==> src/whdc_div.sv <==
module whdc_div #(
	parameter int NW = 46,
	parameter int DW = 27,
	parameter int QW = 22
) (
	input  logic          clk,
	input  logic          arst_n,
	input  logic          start,
	input  logic [NW-1:0] num,
	input  logic [DW-1:0] den,
	output logic [QW-1:0] quo,
	output logic          done
);
	localparam int CW = $clog2(QW);

	logic [DW:0]   rem_q, trial;
	logic [QW-1:0] low_q, q_q;
	logic [DW-1:0] den_q;
	logic [CW-1:0] cnt_q;
	logic          busy_q, done_q, take;

	assign trial = {rem_q[DW-1:0], low_q[QW-1]};
	assign take  = trial >= {1'b0, den_q};
	assign quo   = q_q;
	assign done  = done_q;

	always_ff @(posedge clk or negedge arst_n) begin
		if (!arst_n) begin
			busy_q <= 1'b0;
			done_q <= 1'b0;
			cnt_q  <= '0;
		end else begin
			done_q <= busy_q && !start && (cnt_q == CW'(QW - 1));
			if (start) begin
				busy_q <= 1'b1;
				cnt_q  <= '0;
			end else if (busy_q) begin
				cnt_q <= cnt_q + 1'b1;
				if (cnt_q == CW'(QW - 1)) begin
					busy_q <= 1'b0;
				end
			end
		end
	end

	// The upper dividend bits are known to be below the divisor, so only
	// the low quotient bits are developed.
	always_ff @(posedge clk) begin
		if (start) begin
			rem_q <= (DW+1)'(num[NW-1:QW]);
			low_q <= num[QW-1:0];
			den_q <= den;
			q_q   <= '0;
		end else if (busy_q) begin
			rem_q <= take ? trial - {1'b0, den_q} : trial;
			low_q <= low_q << 1;
			q_q   <= {q_q[QW-2:0], take};
		end
	end
endmodule

==> config.mk <==
export PLATFORM = sky130hd
export DESIGN_NAME = whdc_div
export DESIGN_NICKNAME = d
export VERILOG_FILES = /design/src/whdc_div.sv
export SDC_FILE = /design/constraint.sdc
export NUM_CORES = 1
export LEC_CHECK = 0
export ABC_CLOCK_PERIOD_IN_PS = 6200
export BUFFER_PORTS_ARGS = -buffer_cell sky130_fd_sc_hd__buf_2
export CORE_AREA = 2 2 121 147
export DETAILED_ROUTE_END_ITERATION = 7
export DIE_AREA = 0 0 123 149
export PLACE_DENSITY = 0.64
export SYNTH_ARGS = -nofsm -noshare
export SYNTH_HDL_FRONTEND = slang
export SYNTH_SLANG_ARGS = --single-unit
export TNS_END_PERCENT = 1
==> constraint.sdc <==
create_clock -name clk -period 6.2 [get_ports clk]
set_clock_uncertainty 0.1 [all_clocks]
set_input_delay 0.62 -clock clk [delete_from_list [all_inputs] [get_ports clk]]
set_output_delay 0.62 -clock clk [all_outputs]
set_load 0.1 [all_outputs]
==> impl_metrics.json <==
{
  "outcome": "finished clean",
  "pin_count_of_the_biggest_net_entering_global_routing": 69,
  "unrepaired_setup_endpoints_after_global_routing": "no",
  "worst_path_required_ns": 6.35,
  "diodes_inserted": 0,
  "path_max_fanout": 25,
  "maxSlewViolCount": 0,
  "detailedPlace.worstSlack_ns": 2.69,
  "worst_skew_pair.late_latency_ns": 0.35,
  "root_buffer": "clkbuf_16",
  "place_hpwl_um": 8890,
  "drt_iter0_markers": 149,
  "crit_startpoint": "low_q[21]",
  "synth_cells": 545,
  "critical_path.cell_chain": "inv_1 > ha_1 > fa_1 > nand2b_1 > a21oi_2 > o21ai_2 > and2_4 > o211a_1 > buf_4 > or4b_1 > and3_1",
  "synth_top_area_cell": "edfxtp_1",
  "total_global_routing_overflow": 0,
  "track_usage_pct": 13.9,
  "crit_slowest_cell": "or4b_1",
  "critical_path_depth": 11,
  "yosys-top-cells-area": "edfxtp_1, dfxtp_1, mux2_2",
  "period_minus_slack_ns": 3.47,
  "total_setup_violations_reported_at_the_end_of_the_flow": 0,
  "max-cap-violations": 0,
  "worstPathArrival_ns": 3.62,
  "max_clock_freq_mhz": 288,
  "final_cell_mix": "buf_2, edfxtp_1, nor2_1",
  "synth-warning-count": 0,
  "postCtsResizedCells": 0,
  "final.setup.worst_slack_ns": 2.73,
  "cts_buffers": 9,
  "worst_pin_slew_ns": 0.775,
  "timing.hold.worst_path_depth": 1,
  "synth-seq-area-share_pct": 49.4,
  "final_min_period_over_clock_period_pct": 56.0,
  "mappedNetlistNets": 651,
  "io_buffers": 98,
  "synthesis.area_sq_mm": 0.00581,
  "power.static_leakage_nw": 3.05,
  "layout.cells.most_common": "buf_2",
  "critPathBufInv": 2,
  "finalWeightedCongestion": 0.788,
  "chipHeight_um": 149,
  "type_of_origin_of_the_critical_path": "flip-flop",
  "post-synth-top-area-fraction_pct": 37.7,
  "postSynthRegisterBits": 105,
  "antenna_violating_nets_post_route": 0,
  "routed_wl_um": 12500,
  "synthesized_area_per_cell_sq_um": 10.7,
  "endpoint_kind": "flip-flop",
  "cts_tree": "done",
  "clkSinkCount": 105,
  "holdCritPathClass": "in2reg",
  "critical_path.max_stage_delay_ns": 0.50,
  "synth-edff-count": 73,
  "wire_length_of_the_first_global_routing_pass_um": 20000,
  "floorplan.rows": 53,
  "hold_viol_final": 0,
  "critical_path.reg2reg.startpoint": "low_q[21]",
  "core_region_area_sq_mm": 0.0171,
  "initial_utilization_pct": 34.0,
  "n_fill_cell": 1733,
  "share_of_final_layout_standard_cells_stronger_than_drive_strength_1_pct": 25.2,
  "worstSetupPathType": "reg2reg",
  "sum_of_negative_setup_slack_ns": 0,
  "power.ir.vdd_worst_uv": 164,
  "synthDistinctLibCells": 59,
  "route.vias.total": 4241,
  "area.growth.synth_to_final_pct": 17.1,
  "drt_drc_violations_left": 0,
  "worst_setup_path_endpoint": "rem_q[25]",
  "cts.path.max_buffers": 2,
  "chipWidth_um": 123,
  "routedWlPerCell_um": 14.5,
  "clock_pin_slew_reported_for_the_worst_setup_and_hold_paths_after_clock_tree_synthesis_ns": 0.07,
  "drtPass1Iterations": 5,
  "die-area_sq_mm": 0.0183,
  "synth_async_sr_flop_share_pct": 6.67,
  "routed_via_density": 4.93,
  "min-delay-start": "den[2]",
  "io-pin-count": 99,
  "worst-r2r-setup-slack_ns": 2.73,
  "post_cts.repair.setup_buffers": 0,
  "cts_max_level": 3,
  "finalNetCount": 741,
  "grt_antenna_before_repair": 0,
  "relSlewSlack_pct": 48.4,
  "pwr_density_cell_mw_per_mm2": 410,
  "fin_util_pct": 39.8,
  "crit-reg2reg-capture": "rem_q[25]",
  "cpLargestDelayFamily": "simple AND/OR/NAND/NOR gates",
  "worst_r2r_path_depth": 11,
  "synth_ff_type": "edfxtp_1",
  "grt_pass1_vias": 4090
}
synth_stat cells (10+ instances only):
library cell / count
mux2i_1: 24
xnor2_1: 11
o21ai_0: 35
edfxtp_1: 73
nand2_1: 32
dfxtp_1: 25
a211oi_1: 10
mux2_2: 35
inv_1: 44
clkbuf_1: 12
nor2_1: 47
ha_1: 29
a21oi_1: 26
worst min-delay path by stage:
stage / to / slack [ns]
floorplan: busy_q / 0.22
global placement: done / 0.36
detailed placement: cnt_q[2] / 0.36
CTS: den_q[10] / 0.33
global route: den_q[10] / 0.33
finish: den_q[2] / 0.34
worst reg2reg max path, stage by stage, from the launching register on:
cell and delay, ns:
edfxtp_1 0.36, inv_1 0.05, ha_1 0.21, fa_1 0.41, nand2b_1 0.19, a21oi_2 0.25, o21ai_2 0.12, and2_4 0.18
o211a_1 0.48, buf_4 0.35, or4b_1 0.51, and3_1 0.17
state kept, by name, summed over array words and instances (netlist names):
name / count
den_q: 27
rem_q: 27
low_q: 22
quo: 22
cnt_q: 5
busy_q: 1
done: 1
logic make-up (layout without fill, tap and decap cells):
group,count (synthesis),after routing,share of synthesized area (%)
adder cells (fa/ha/maj),30,30,6.59
flip-flops,105,105,49.4
AND/OR/NAND/NOR,136,136,11.3
AO/OA/AOI/OAI,126,126,14.1
buffers and inverters,69,164,4.78
XOR/XNOR,20,20,3.01
multiplexers,59,59,10.9
stage by stage:
step | total power [mW] | instances | area (sq um) | hold slack [ns]
CTS | 2.81 | 860 | 6800 | 0.329
detailed placement | 2.23 | 843 | 6500 | 0.363
finish | 2.79 | 860 | 6800 | 0.341
floorplan | 1.98 | 545 | 5810 | 0.224
global route | 3.00 | 860 | 6800 | 0.329
global placement | 2.22 | 843 | 6500 | 0.364
report_power, final:
part,total (mW),internal (mW),switching [mW],leakage (nW)
clock,0.565,0.309,0.257,0.149
combinational,1.25,0.527,0.728,1.85
sequential,0.969,0.903,0.0656,1.05
area by class of cell:
class | instances | area (sq um) | share of cell area (%)
Tap cell | 220 | 275 | 4.05
Timing Repair Buffer | 103 | 533 | 7.83
Clock buffer | 12 | 268 | 3.94
Clock inverter | 4 | 26.3 | 0.386
Sequential cell | 105 | 2870 | 42.1
Multi-Input combinational cell | 371 | 2670 | 39.2
Inverter | 45 | 169 | 2.48
routing by layer:
layer,wire (um),global-route usage (%),share of wire [%]
met1,5560,17.2,44
met2,6100,23.3,49
met3,670,3.67,5.4
met4,174,4.89,1.4
met5,0,0,0
repair_timing:
item / in CTS / in global routing
setup endpoints to repair: 0 / 0
endpoints found under the hold margin: 7 / 0
hold buffers: 1 / 0
Power figures use the tool's default switching activity.
