### src/whdc_pkg.sv
package whdc_pkg;

	typedef enum logic [2:0] {
		REG_DEST_X        = 3'd0,
		REG_DEST_Y        = 3'd1,
		REG_DEST_HEADING  = 3'd2,
		REG_HEADING_GAIN  = 3'd3,
		REG_DISTANCE_GAIN = 3'd4,
		REG_DAMPING_GAIN  = 3'd5
	} cfg_idx_t;

	typedef struct packed {
		logic start;
		logic hyper;
	} cordic_ctl_t;

	localparam logic signed [26:0] PI_Q20     = 27'sd3294199;
	localparam logic signed [26:0] TWO_PI_Q20 = 27'sd6588398;
	localparam logic [22:0]        FINE_LIM   = 23'd36602;
	localparam logic [22:0]        COARSE_LIM = 23'd54903;
	localparam logic [21:0]        NEAR_LIM   = 22'd204;
	localparam logic [21:0]        SLOW_LIM   = 22'd409;
	localparam logic signed [53:0] LIN_CAP    = 54'sd328;
	localparam logic [26:0]        GAIN_1P3   = 27'd85197;
	localparam logic [31:0]        ONE_Q20    = 32'd1048576;

	function automatic logic [19:0] circ_atan(input logic [4:0] idx);
		case (idx)
			5'd0:  circ_atan = 20'd823550;
			5'd1:  circ_atan = 20'd486170;
			5'd2:  circ_atan = 20'd256879;
			5'd3:  circ_atan = 20'd130396;
			5'd4:  circ_atan = 20'd65451;
			5'd5:  circ_atan = 20'd32757;
			5'd6:  circ_atan = 20'd16383;
			5'd7:  circ_atan = 20'd8192;
			5'd8:  circ_atan = 20'd4096;
			5'd9:  circ_atan = 20'd2048;
			5'd10: circ_atan = 20'd1024;
			5'd11: circ_atan = 20'd512;
			5'd12: circ_atan = 20'd256;
			5'd13: circ_atan = 20'd128;
			5'd14: circ_atan = 20'd64;
			5'd15: circ_atan = 20'd32;
			5'd16: circ_atan = 20'd16;
			5'd17: circ_atan = 20'd8;
			5'd18: circ_atan = 20'd4;
			5'd19: circ_atan = 20'd2;
			5'd20: circ_atan = 20'd1;
			5'd21: circ_atan = 20'd1;
			default: circ_atan = 20'd0;
		endcase
	endfunction

	function automatic logic [19:0] hyp_atanh(input logic [4:0] idx);
		case (idx)
			5'd1:  hyp_atanh = 20'd575989;
			5'd2:  hyp_atanh = 20'd267820;
			5'd3:  hyp_atanh = 20'd131761;
			5'd4:  hyp_atanh = 20'd65622;
			5'd5:  hyp_atanh = 20'd32779;
			5'd6:  hyp_atanh = 20'd16385;
			5'd7:  hyp_atanh = 20'd8192;
			5'd8:  hyp_atanh = 20'd4096;
			5'd9:  hyp_atanh = 20'd2048;
			5'd10: hyp_atanh = 20'd1024;
			5'd11: hyp_atanh = 20'd512;
			5'd12: hyp_atanh = 20'd256;
			5'd13: hyp_atanh = 20'd128;
			5'd14: hyp_atanh = 20'd64;
			5'd15: hyp_atanh = 20'd32;
			5'd16: hyp_atanh = 20'd16;
			5'd17: hyp_atanh = 20'd8;
			5'd18: hyp_atanh = 20'd4;
			5'd19: hyp_atanh = 20'd2;
			5'd20: hyp_atanh = 20'd1;
			5'd21: hyp_atanh = 20'd1;
			default: hyp_atanh = 20'd0;
		endcase
	endfunction

	// Wrap an angle into [-pi, pi] with up to two full-turn corrections.
	function automatic logic signed [26:0] wrap_pi(input logic signed [26:0] e);
		logic signed [26:0] v;
		v = e;
		for (int k = 0; k < 2; k++) begin
			if (v > PI_Q20) v = v - TWO_PI_Q20;
			if (v < -PI_Q20) v = v + TWO_PI_Q20;
		end
		return v;
	endfunction

	function automatic logic signed [15:0] sat16(input logic signed [53:0] v);
		if (v > 54'sd32767) return 16'sh7fff;
		if (v < -54'sd32768) return 16'sh8000;
		return v[15:0];
	endfunction

endpackage

### src/whdc_cordic.sv
module whdc_cordic #(
	parameter int ITER = 16
) (
	input  logic                clk,
	input  logic                arst_n,
	input  whdc_pkg::cordic_ctl_t ctl,
	input  logic signed [31:0]  x0,
	input  logic signed [31:0]  y0,
	input  logic signed [25:0]  z0,
	output logic signed [31:0]  x,
	output logic signed [31:0]  y,
	output logic signed [25:0]  z,
	output logic                done
);
	import whdc_pkg::*;

	localparam int NW = $clog2(ITER + 1);

	logic signed [31:0] x_q, y_q, xs, ys;
	logic signed [25:0] z_q, tab;
	logic [NW-1:0]      n_q;
	logic [4:0]         s_q, sh;
	logic               again_q, hyp_q, busy_q, done_q;
	logic               pos;

	always_comb begin
		sh  = hyp_q ? s_q : 5'(n_q);
		xs  = x_q >>> sh;
		ys  = y_q >>> sh;
		tab = hyp_q ? 26'(hyp_atanh(s_q)) : 26'(circ_atan(sh));
		pos = hyp_q ? (z_q >= 26'sd0) : (y_q > 32'sd0);
	end

	assign x    = x_q;
	assign y    = y_q;
	assign z    = z_q;
	assign done = done_q;

	always_ff @(posedge clk or negedge arst_n) begin
		if (!arst_n) begin
			busy_q  <= 1'b0;
			done_q  <= 1'b0;
			n_q     <= '0;
			s_q     <= 5'd1;
			again_q <= 1'b0;
			hyp_q   <= 1'b0;
		end else begin
			done_q <= busy_q && !ctl.start && (n_q == NW'(ITER - 1));
			if (ctl.start) begin
				busy_q  <= 1'b1;
				n_q     <= '0;
				s_q     <= 5'd1;
				again_q <= 1'b0;
				hyp_q   <= ctl.hyper;
			end else if (busy_q) begin
				n_q <= n_q + 1'b1;
				if (n_q == NW'(ITER - 1)) begin
					busy_q <= 1'b0;
				end
				// Hyperbolic passes repeat shifts four and thirteen for convergence.
				if ((s_q == 5'd4 || s_q == 5'd13) && !again_q) begin
					again_q <= 1'b1;
				end else begin
					again_q <= 1'b0;
					s_q     <= s_q + 1'b1;
				end
			end
		end
	end

	always_ff @(posedge clk) begin
		if (ctl.start) begin
			x_q <= x0;
			y_q <= y0;
			z_q <= z0;
		end else if (busy_q) begin
			if (hyp_q) begin
				x_q <= pos ? x_q + ys : x_q - ys;
				y_q <= pos ? y_q + xs : y_q - xs;
				z_q <= pos ? z_q - tab : z_q + tab;
			end else begin
				x_q <= pos ? x_q + ys : x_q - ys;
				y_q <= pos ? y_q - xs : y_q + xs;
				z_q <= pos ? z_q + tab : z_q - tab;
			end
		end
	end
endmodule

### config.mk
export PLATFORM = sky130hd
export DESIGN_NAME = whdc_cordic
export DESIGN_NICKNAME = d
export VERILOG_FILES = /design/src/whdc_pkg.sv /design/src/whdc_cordic.sv
export SDC_FILE = /design/constraint.sdc
export NUM_CORES = 1
export LEC_CHECK = 0
export ABC_CLOCK_PERIOD_IN_PS = 8330
export BUFFER_PORTS_ARGS = -buffer_cell sky130_fd_sc_hd__buf_2
export CAP_MARGIN = 5
export CELL_PAD_IN_SITES_DETAIL_PLACEMENT = 1
export CELL_PAD_IN_SITES_GLOBAL_PLACEMENT = 1
export CORE_MARGIN = 1.5
export CORE_UTILIZATION = 46
export DETAILED_ROUTE_END_ITERATION = 6
export GPL_ROUTABILITY_DRIVEN = 0
export PLACE_DENSITY = 0.81
export SYNTH_ARGS = -nofsm -noshare
export SYNTH_HDL_FRONTEND = slang
export SYNTH_SLANG_ARGS = --single-unit
### constraint.sdc
create_clock -name clk -period 8.33 [get_ports clk]
set_input_delay 0.4165 -clock clk [delete_from_list [all_inputs] [get_ports clk]]
set_output_delay 0.4165 -clock clk [all_outputs]
set_load 0.01 [all_outputs]
==> impl_metrics.json <==
{
  "outcome": "complete, no violations",
  "first_global_vias": 16842,
  "max_stage_delay_ns": 0.80,
  "drt_iter0_drc": 1535,
  "wl_per_cell_um": 22.40,
  "grt_pass1_wl_um": 91710,
  "clock_tree.buffer_depth": 2,
  "cp-endpoint": "x[31]$_DFFE_PP_",
  "synth_cell_type_count": 83,
  "async_reset_ff_frac": 0.1346,
  "startpoint": "hyp_q$_DFFE_PN0P_",
  "synthTopCellsByArea": "edfxtp_1, ha_1, mux2i_1",
  "cts_sinks": 104,
  "yosys_warnings": 0,
  "synth_common_cells": "nand2_1, a21oi_1, o21ai_0, ha_1, nor2_1",
  "finalCritPeriodShare": 0.8945,
  "post-synth-top-count-cell": "nand2_1",
  "nNetsFinal": 2395,
  "track_usage": 0.3187,
  "wirelength_um": 58120,
  "holdBufCountCts": 1,
  "dp_hpwl_um": 45340,
  "reg2reg_slack_ns": 0.88,
  "skew_ns": 0.01089,
  "fmax_ghz": 0.1342,
  "syn_area_per_cell_um2": 7.888,
  "start_kind": "flip-flop",
  "critPathBufInv": 2,
  "grt_max_degree": 101,
  "synth_top_area_frac": 0.1676,
  "ant_nets": 0,
  "rows": 68,
  "io_pins": 185,
  "antenna_found_initial": 0,
  "synthFlopType": "edfxtp_1",
  "cp.arrival_ns": 7.61,
  "cp_max_fo": 33,
  "drt-pass1-iter-count": 5,
  "ff2ff_path_depth": 25,
  "synth_top_area_cell": "edfxtp_1",
  "vias": 16587,
  "coreArea_um2": 34540,
  "worstSetupEndpointType": "flip-flop",
  "synth_area_um2": 16120,
  "grt-ovfl-total": 0,
  "setup_viol": 0,
  "cap_violations": 0,
  "tns_ns": 0,
  "synthesis.nets": 2304,
  "start_util": 0.4667,
  "worst_pin_slew_ns": 0.9728,
  "maxSlewHeadroom": 0.3347,
  "drc": 0,
  "clk_latency_ns": 0.40,
  "timing.rr.end": "x[31]$_DFFE_PP_",
  "synth_seq_cells": 104,
  "port_buffers": 184,
  "critPathTopFamily": "compound AO/OA/AOI/OAI gates",
  "period_needed_ns": 7.451,
  "die_w_um": 190.2,
  "cts_resized": 0,
  "vias_per_cell": 6.392,
  "synth_edf_count": 90,
  "hold_viol_final": 0,
  "cts_buffers": 9,
  "area_delta_synth_final_pct": 9.165,
  "rsz0062_at_grt": "false",
  "min_path_cells": 3,
  "dieArea_um2": 36180,
  "ctsRootBufferMaster": "clkbuf_16",
  "min-delay-path-class": "in2reg",
  "worstSetupPathType": "reg2reg",
  "yosysSeqAreaShare": 0.1894,
  "synth_cells": 2044,
  "r2r-start": "hyp_q$_DFFE_PN0P_",
  "layout-drive-gt1-share": 0.1421,
  "cts_tree": "yes",
  "cpMaxStageDelayCell": "mux2i_4",
  "cp.depth": 25,
  "htree_levels": 3,
  "num_antenna_cells": 0,
  "cts_setup_buffers": 0,
  "cts.clk_slew.worst_paths_ns": 0.08,
  "required_ns": 8.49,
  "drv_slew": 0,
  "fp.dieH_um": 190.2
}
-- flip-flops by register name, indices dropped and copies added, names as in the netlist --
| name | count |
|---|---|
| done | 1 |
| busy_q | 1 |
| y | 32 |
| n_q | 5 |
| hyp_q | 1 |
| s_q | 5 |
| x | 32 |
| again_q | 1 |
| z | 26 |
-- cells in the final DEF (no fill, tap or decap), types with 73 or more instances in the layout --
cell and n:
edfxtp_1 90, inv_1 115, mux2i_1 127, nor2_1 147, o21ai_0 169, ha_1 161, nand2_1 235, buf_2 183
xnor2_1 73, a21oi_1 180
-- logic make-up after synthesis --
kind of cell / count (synthesis) / share of synthesized area
buffers and inverters: 238 / 0.05735
AO/OA/AOI/OAI: 622 / 0.2410
flip-flops: 104 / 0.1894
AND/OR/NAND/NOR: 610 / 0.1760
multiplexers: 186 / 0.1401
XOR/XNOR: 118 / 0.06495
adder cells (fa/ha/maj): 166 / 0.1312
-- cell type report --
| type | count | area (um2) |
|---|---|---|
| fill | 4354 | 16940 |
| multi-input combinational | 1702 | 12190 |
| sequential | 104 | 3054 |
| timing repair buffer | 201 | 1057 |
| tap | 455 | 569.3 |
| inverter | 117 | 441.7 |
| clock buffer | 10 | 239.0 |
| clock inverter | 6 | 50.05 |
-- worst reg2reg max path: cells and delay by family, from the launching register on --
family | cells | cell delay, ns
compound gates | 7 | 2.08
buf+inv | 2 | 0.87
xor+xnor | 2 | 0.41
fa+ha+maj | 2 | 0.72
simple gates | 9 | 1.49
flops | 1 | 0.41
mux | 3 | 1.25
-- how the worst min path moves through the flow --
stage                     startpoint                  end  slack (ns)
after global routing          z0[21]      z[21]$_DFFE_PP_        0.30
after floorplan               arst_n  again_q$_DFFE_PN0P_        0.12
after global placement        arst_n       done$_DFF_PN0_        0.34
after detailed placement      arst_n       done$_DFF_PN0_        0.34
final                          y0[8]       y[8]$_DFFE_PP_        0.29
after CTS                     z0[24]      z[24]$_DFFE_PP_        0.28
-- per-stage QoR --
step                      std cells  cell area (um2)  worst slack (ns)  hold slack (ns)  utilization
after floorplan                2044            16120             1.926           0.1209            -
after global placement         2578            17300             1.314           0.3401       0.5009
after detailed placement       2578            17300             1.027           0.3384       0.5009
after CTS                      2595            17600             1.009           0.2784       0.5095
after global routing           2595            17600            0.3715           0.3026       0.5095
final                          2595            17600            0.8791           0.2917       0.5095
-- routing by layer --
metal / vias to the layer above / part of all wire / track usage
met1: 8166 / 0.44 / 0.4208
met4: 0 / 0.030 / 0.1036
met5: - / 0 / 0
li1: 7645 / - / -
met2: 647 / 0.47 / 0.5326
met3: 129 / 0.064 / 0.04821
Power is left out: the tool's default activity adds up to more than one toggle a clock period on the data nets, which glitch-free logic cannot reach.
