$ cat src/whdc_isqrt.sv
module whdc_isqrt #(
	parameter int W = 44
) (
	input  logic             clk,
	input  logic             arst_n,
	input  logic             start,
	input  logic [W-1:0]     rad,
	output logic [W/2-1:0]   root,
	output logic             done
);
	logic [W-1:0] v_q;
	logic [W-1:0] r_q;
	logic [W-1:0] bit_q;
	logic         busy_q;
	logic         done_q;
	logic [W:0]   trial;

	assign trial = {1'b0, r_q} + {1'b0, bit_q};
	assign root  = r_q[W/2-1:0];
	assign done  = done_q;

	always_ff @(posedge clk or negedge arst_n) begin
		if (!arst_n) begin
			busy_q <= 1'b0;
			done_q <= 1'b0;
		end else begin
			done_q <= busy_q && !start && bit_q[0];
			if (start) begin
				busy_q <= 1'b1;
			end else if (busy_q && bit_q[0]) begin
				busy_q <= 1'b0;
			end
		end
	end

	always_ff @(posedge clk) begin
		if (start) begin
			v_q   <= rad;
			r_q   <= '0;
			bit_q <= {2'b01, {(W-2){1'b0}}};
		end else if (busy_q) begin
			if ({1'b0, v_q} >= trial) begin
				v_q <= W'({1'b0, v_q} - trial);
				r_q <= (r_q >> 1) + bit_q;
			end else begin
				r_q <= r_q >> 1;
			end
			bit_q <= bit_q >> 2;
		end
	end
endmodule

$ cat config.mk
export PLATFORM = sky130hd
export DESIGN_NAME = whdc_isqrt
export DESIGN_NICKNAME = d
export VERILOG_FILES = /design/src/whdc_isqrt.sv
export SDC_FILE = /design/constraint.sdc
export NUM_CORES = 1
export LEC_CHECK = 0
export ABC_AREA = 1
export BUFFER_PORTS_ARGS = -buffer_cell sky130_fd_sc_hd__buf_2
export CAP_MARGIN = 20
export CORE_MARGIN = 2
export CORE_UTILIZATION = 30
export DETAILED_ROUTE_END_ITERATION = 10
export PLACE_DENSITY_LB_ADDON = 0.08
export SYNTH_ARGS = -nofsm -noshare
export SYNTH_HDL_FRONTEND = slang
export SYNTH_SLANG_ARGS = --single-unit
$ cat constraint.sdc
create_clock -name clk -period 6.25 [get_ports clk]
set_clock_uncertainty 0.05 [all_clocks]
set_input_delay 1.25 -clock clk [delete_from_list [all_inputs] [get_ports clk]]
set_output_delay 1.25 -clock clk [all_outputs]
set_load 0.02 [all_outputs]
==> results of run 1 <==
[state kept, by name (all words and copies together) (netlist names)]
name	count
bit_q	22
busy_q	1
done	1
r_q	44
v_q	44
[how the worst min path moves through the flow]
stage | slack (ns) | endpoint | cells past startpoint | from
after CTS | 0.46 | r_q[0] | 2 | r_q[0]
final | 0.46 | r_q[0] | 2 | r_q[0]
after global routing | 0.50 | r_q[0] | 2 | r_q[0]
after global placement | 0.43 | r_q[0] | 2 | r_q[0]
after floorplan | 0.40 | done | 2 | bit_q[0]
after detailed placement | 0.44 | r_q[0] | 2 | r_q[0]
[kinds of logic after synthesis]
| family | after synthesis | share of synthesized area |
|---|---|---|
| simple gates | 1074 | 0.367 |
| compound gates | 346 | 0.155 |
| buf+inv | 334 | 0.113 |
| flops | 112 | 0.220 |
| fa+ha+maj | 91 | 0.0935 |
| xor+xnor | 73 | 0.0522 |
[cell usage in the layout, fill, tap and decap left out, types with 6 or more instances in the layout]
cell       instances
edfxtp_1          44
nand3_1          163
nor3_1            13
a31oi_1           15
inv_1            259
and3_1             6
buf_4             12
buf_2             68
nor2_1           241
o21bai_1          21
nand4_1           51
a21o_1            11
xor2_1            37
o21ai_1            6
dfxtp_1           66
o21ai_0          120
a21oi_1          149
nand2_1          562
ha_1              90
or2_2             22
xnor2_1           36
clkbuf_16          9
[Yosys cell counts, types with 2 or more instances]
library cell    n
or2_2          22
a22oi_1         2
xnor2_1        36
nor2_2          2
edfxtp_1       44
a21o_1         11
nand4_1        51
o21ai_1         6
nand3_1       163
clkbuf_1       32
nor3_1         13
buf_6           3
a31oi_1        15
o21ai_2         2
dfrtp_1         2
o21ai_0       120
inv_2           2
inv_1         260
dfxtp_1        66
o21a_1          5
o22ai_1         5
buf_4          24
o21bai_1       21
nor2_1        241
o31ai_1         2
buf_1           2
buf_2          10
xor2_1         37
a21oi_1       149
nand3b_1        3
ha_1           90
nand3_2         2
and3_1          6
nor4_1          5
nand2_1       563
[stage by stage]
stage	util	power, mW	hold slack [ns]	setup slack, ns
after global placement	0.320	5.14	0.428	0.891
after floorplan	-	4.03	0.402	1.45
after detailed placement	0.320	5.14	0.443	0.974
final	0.328	5.84	0.455	0.934
after CTS	0.328	5.87	0.455	0.957
after global routing	0.328	6.43	0.497	0.320
[cell type report]
cell class,instances,area [um^2]
Fill cell,4643,27300
Multi-Input combinational cell,1584,8190
Sequential cell,112,2690
Inverter,263,987
Tap cell,532,666
Timing Repair Buffer,80,430
Clock buffer,9,225
Clock inverter,7,97.6
[power by group through the flow]
stage	registers (mW)	logic, mW	clock network [mW]
6_report	1.32	3.83	0.695
5_1_grt	1.35	4.34	0.744
4_1_cts	1.32	3.83	0.723
3_5_place_dp	1.33	3.80	0
3_3_place_gp	1.33	3.81	0
2_1_floorplan	1.22	2.81	0
[critical path, stage by stage, from the launching register on]
cell and delay (ns):
dfxtp_1 0.58, ha_1 0.28, nand2_1 0.11, o21ai_1 0.31
nand2_1 0.08, o21ai_1 0.16, nand2_1 0.08, nand2_1 0.11
nand2_1 0.06, nand2_1 0.10, nand2_1 0.06, nand2_1 0.11
a21boi_1 0.11, o21ai_0 0.30, xnor2_1 0.13, ha_1 0.40
nand2_1 0.11, nor2_1 0.25, nand2_1 0.12, nor2_1 0.12
nand2_1 0.15, a21boi_2 0.20, nand3_1 0.15, nand3_2 0.11
buf_4 0.53, nand2_1 0.14, nand3_1 0.14, a21oi_1 0.07
[metal layers]
metal,GRT usage,up-vias,routed length (um)
li1,-,6670,-
met3,0.0178,74,1680
met5,0,-,0
met4,0.116,0,2190
met1,0.318,6011,23100
met2,0.370,323,21300
==> impl_metrics.py, run 1 <==
metrics = {
    "detailed_routing": {
        "antenna_left": 0,
        "drt_wl_total_um": 48300,
        "route.detailed.drc": 0,
        "post_drt_wl_per_cell_um": 18.7,
        "viasPerCell": 5.06,
        "dr.pass1.iters": 5,
        "routed-via-count": 13100,
        "dr.first_iter.drc_count": 959,
    },
    "critical_path": {
        "cp_max_fo": 58,
        "crit_path_end_kind": "flip-flop",
        "path_class": "reg2reg",
        "crit_end": "r_q[6]",
        "reg2reg_depth": 27,
        "crit_path_start": "r_q[4]",
        "cp-start-kind": "flip-flop",
        "timing.rr.start": "r_q[4]",
        "r2r-end": "r_q[6]",
        "required_ns": 6.47,
        "worstPathArrival_ns": 5.54,
        "rrSetupSlack_ns": 0.93,
    },
    "global_routing": {
        "antenna_found_initial": 0,
        "grt_overflow_total": 0,
        "grt_pass1_vias": 13000,
        "gr-usage-all-layers": 0.233,
        "grt_first_pass_wirelength_um": 74800,
        "grt_max_degree": 66,
    },
    "sta": {
        "period_share": 0.851,
        "fmax_ghz": 0.188,
        "worstMarginPinSlew_ns": 0.921,
        "setup_tns_ns": 0,
        "rsz0062_at_grt": "false",
        "hold_viol_final": 0,
        "slew_violations": 0,
        "setup_violations": 0,
        "min_period_ns": 5.32,
        "relSlewSlack": 0.379,
    },
    "clocking": {
        "cts_buffers": 9,
        "cts_buffer_depth": 2,
        "post_cts_buffers": 0,
        "cts.clk_slew.worst_paths_ns": 0.08,
        "cts_tree": "built",
        "ctsHoldBuffers": 0,
        "clkLatencyLatePin_ns": 0.41,
        "numClockSinks": 112,
        "cts_htree_levels": 3,
        "ctsRootBufferMaster": "clkbuf_16",
        "ctsResizeCount": 0,
    },
    "synthesis": {
        "synthTopCellsByArea": "nand2_1 17%, dfxtp_1 11%, edfxtp_1 11%",
        "synth-async-reset-ratio": 0.0179,
        "yosys_warnings": 0,
        "syn-cell-area_um2": 12300,
        "syn-num-nets": 2168,
        "synth_top_area_frac": 0.172,
        "ys_seq_area_frac": 0.220,
        "synth_seq_cells": 112,
        "synth.distinct_cells": 48,
        "synth_ff_type": "dfxtp_1",
        "synth_edf_count": 44,
        "syn-instance-count": 2030,
        "synth_top_cell_by_area": "nand2_1",
        "synth.avg_cell_area_um2": 6.04,
    },
    "power": {
        "switching_share": 0.539,
        "sequentialPowerShare": 0.225,
        "p_clk_frac": 0.119,
        "intPower_mw": 2.69,
        "power_density_nw_per_um2": 440,
        "vdd_drop_max_mv": 0.307,
        "power.switching_mw": 3.15,
        "pwr-share-comb": 0.655,
        "p_leak_nw": 5.93,
    },
    "placement": {
        "globalplace.congestion": 0.932,
        "dpl.cell_count": 2571,
        "post_dp_cell_area_um2": 13000,
        "io_buffers": 69,
        "hpwl_um": 38800,
    },
    "final_layout": {
        "final_cells": 2587,
        "finalNetCount": 2188,
        "syn_to_final_growth_pct": 8.41,
        "final_area_um2": 13300,
        "antenna_cells": 0,
        "drive_gt1_frac": 0.0647,
    },
    "die": {
        "rows": 74,
        "pin_count": 70,
        "core_um2": 40600,
        "start_util": 0.302,
        "die_height_um": 206,
        "die_w_um": 206,
        "dieArea_um2": 42500,
    },
    "run": {
        "max_cap_viol_count": 0,
    },
    "status": {
        "status": "complete, no violations",
    },
    "min_path": {
        "min_path_type": "reg2reg",
    },
}
(Power assumes the default switching activity.)
==> run 2: changes to the inputs <==
- clock period: 6.25 -> 4.45 ns (I/O delays scaled with it)
==> impl_metrics.py, run 2 (synthesized netlist as in run 1, its figures left out) <==
metrics = {
    "final_layout": {
        "final_area_um2": 14700,
        "multiInputGateArea_um2": 8720,
        "syn_to_final_growth_pct": 20.0,
        "fill_cells": 4529,
        "finalNetCount": 2285,
        "antenna_cells": 0,
        "final_common_cell": "nand2_1",
        "seqCellArea_um2": 2710,
        "final_cell_mix": "546 x nand2_1, 259 x inv_1, 215 x nor2_1",
        "reg.largest.list": "r_q x44, v_q x44, bit_q x22",
        "fin_util": 0.363,
        "drive_gt1_frac": 0.157,
        "final_cells": 2684,
    },
    "critical_path": {
        "worstPathArrival_ns": 4.38,
        "path_common_cell": "nand2_1",
        "cp_slowest_cell": "ha_2",
        "crit_path_start": "r_q[28]",
        "timing.rr.start": "r_q[28]",
        "r2r-end": "v_q[11]",
        "path_delay_family": "simple AND/OR/NAND/NOR gates",
        "reg2reg_depth": 24,
        "cp_num_cells": 24,
        "rrSetupSlack_ns": 0.13,
        "worst-path-buf-inv": 2,
        "required_ns": 4.52,
        "slowest_delay_ns": 0.38,
        "path_cells": "ha_2, nand2_1, buf_4, nor2_1, nand2_1, nor2_1, nand3_1, o2111ai_2, a21oi_1, xor2_1, ha_1, nand2_1, nor2_2, nand2_1, nor2_2, nand3_2, nand2_2, a21oi_1, nor2_1, nor2_4, nand3_4, nand2_4, nand2_8, clkbuf_16",
        "cp_max_fo": 6,
        "path_class": "reg2reg",
        "cp-start-kind": "flip-flop",
        "crit_path_end_kind": "flip-flop",
    },
    "global_routing": {
        "gr-usage-all-layers": 0.232,
        "grt_overflow_total": 0,
        "grt_pass1_vias": 13200,
        "antenna_found_initial": 0,
        "grt_first_pass_wirelength_um": 74900,
        "grt_max_degree": 70,
    },
    "die": {
        "core_um2": 40600,
        "start_util": 0.302,
        "die_height_um": 206,
        "rows": 74,
        "die_w_um": 206,
        "pin_count": 70,
        "dieArea_um2": 42500,
    },
    "clocking": {
        "numClockSinks": 112,
        "cts_buffers": 9,
        "cts_tree": "built",
        "cts.clk_slew.worst_paths_ns": 0.08,
        "ctsRootBufferMaster": "clkbuf_16",
        "cts_buffer_depth": 2,
        "clkLatencyLatePin_ns": 0.39,
        "cts_htree_levels": 3,
    },
    "sta": {
        "min_period_ns": 4.32,
        "setup_violations": 0,
        "hold_viol_final": 0,
        "fmax_ghz": 0.232,
        "finalWorstSetupSlack_ns": 0.132,
        "fin_hold_ws_ns": 0.218,
        "setup_tns_ns": 0,
        "worstMarginPinSlew_ns": 0.881,
        "slew_violations": 0,
        "period_share": 0.970,
        "relSlewSlack": 0.411,
    },
    "detailed_routing": {
        "routed-via-count": 13400,
        "dr.first_iter.drc_count": 840,
        "antenna_left": 0,
        "drt_wl_total_um": 49400,
        "dr.pass1.iters": 5,
        "post_drt_wl_per_cell_um": 18.4,
        "route.detailed.drc": 0,
        "viasPerCell": 4.99,
    },
    "power": {
        "p_leak_nw": 6.53,
        "vdd_drop_max_mv": 0.312,
        "power_density_nw_per_um2": 615,
        "power.total_mw": 9.05,
    },
    "placement": {
        "io_buffers": 69,
        "globalplace.congestion": 0.930,
        "hpwl_um": 39400,
        "pre_cts_ws_ns": -0.238,
        "post_dp_cell_area_um2": 13600,
        "dpl.cell_count": 2645,
    },
    "min_path": {
        "min_path_type": "in2async",
    },
    "status": {
        "status": "complete, no violations",
    },
    "run": {
        "max_cap_viol_count": 0,
    },
}
==> run 2: repair_timing <==
item,4_1_cts,5_1_grt
resized for setup,37,103
gates cloned,2,3
pin swaps,9,32
setup buffers,3,15
endpoints found under the setup margin,91,93
hold buffers,0,0
==> run 2: how the worst max path moves through the flow <==
stage                     endpoint  slack (ns)
after floorplan             v_q[0]        0.06
after global placement     r_q[21]       -0.23
after detailed placement   r_q[21]       -0.24
after CTS                  v_q[27]       0.005
after global routing        v_q[2]       -0.05
final                      v_q[11]        0.13
==> run 2: layout make-up <==
| type | instances | share of cell area |
|---|---|---|
| clock buffer | 12 | 0.0182 |
| clock inverter | 4 | 0.00213 |
| inverter | 263 | 0.0671 |
| multi-input combinational | 1584 | 0.593 |
| sequential | 112 | 0.184 |
| tap | 532 | 0.0452 |
| timing repair buffer | 177 | 0.0907 |
==> run 2: layer usage <==
metal  wire length, um  global-route usage
met3              1380              0.0197
met2             23000               0.386
met1             23700               0.318
met5                 0                   0
met4              1350              0.0732
==> run 2: power breakdown <==
group / internal [mW] / switching (mW)
sequential: 1.52 / 0.267
combinational: 2.42 / 3.95
clock: 0.436 / 0.462
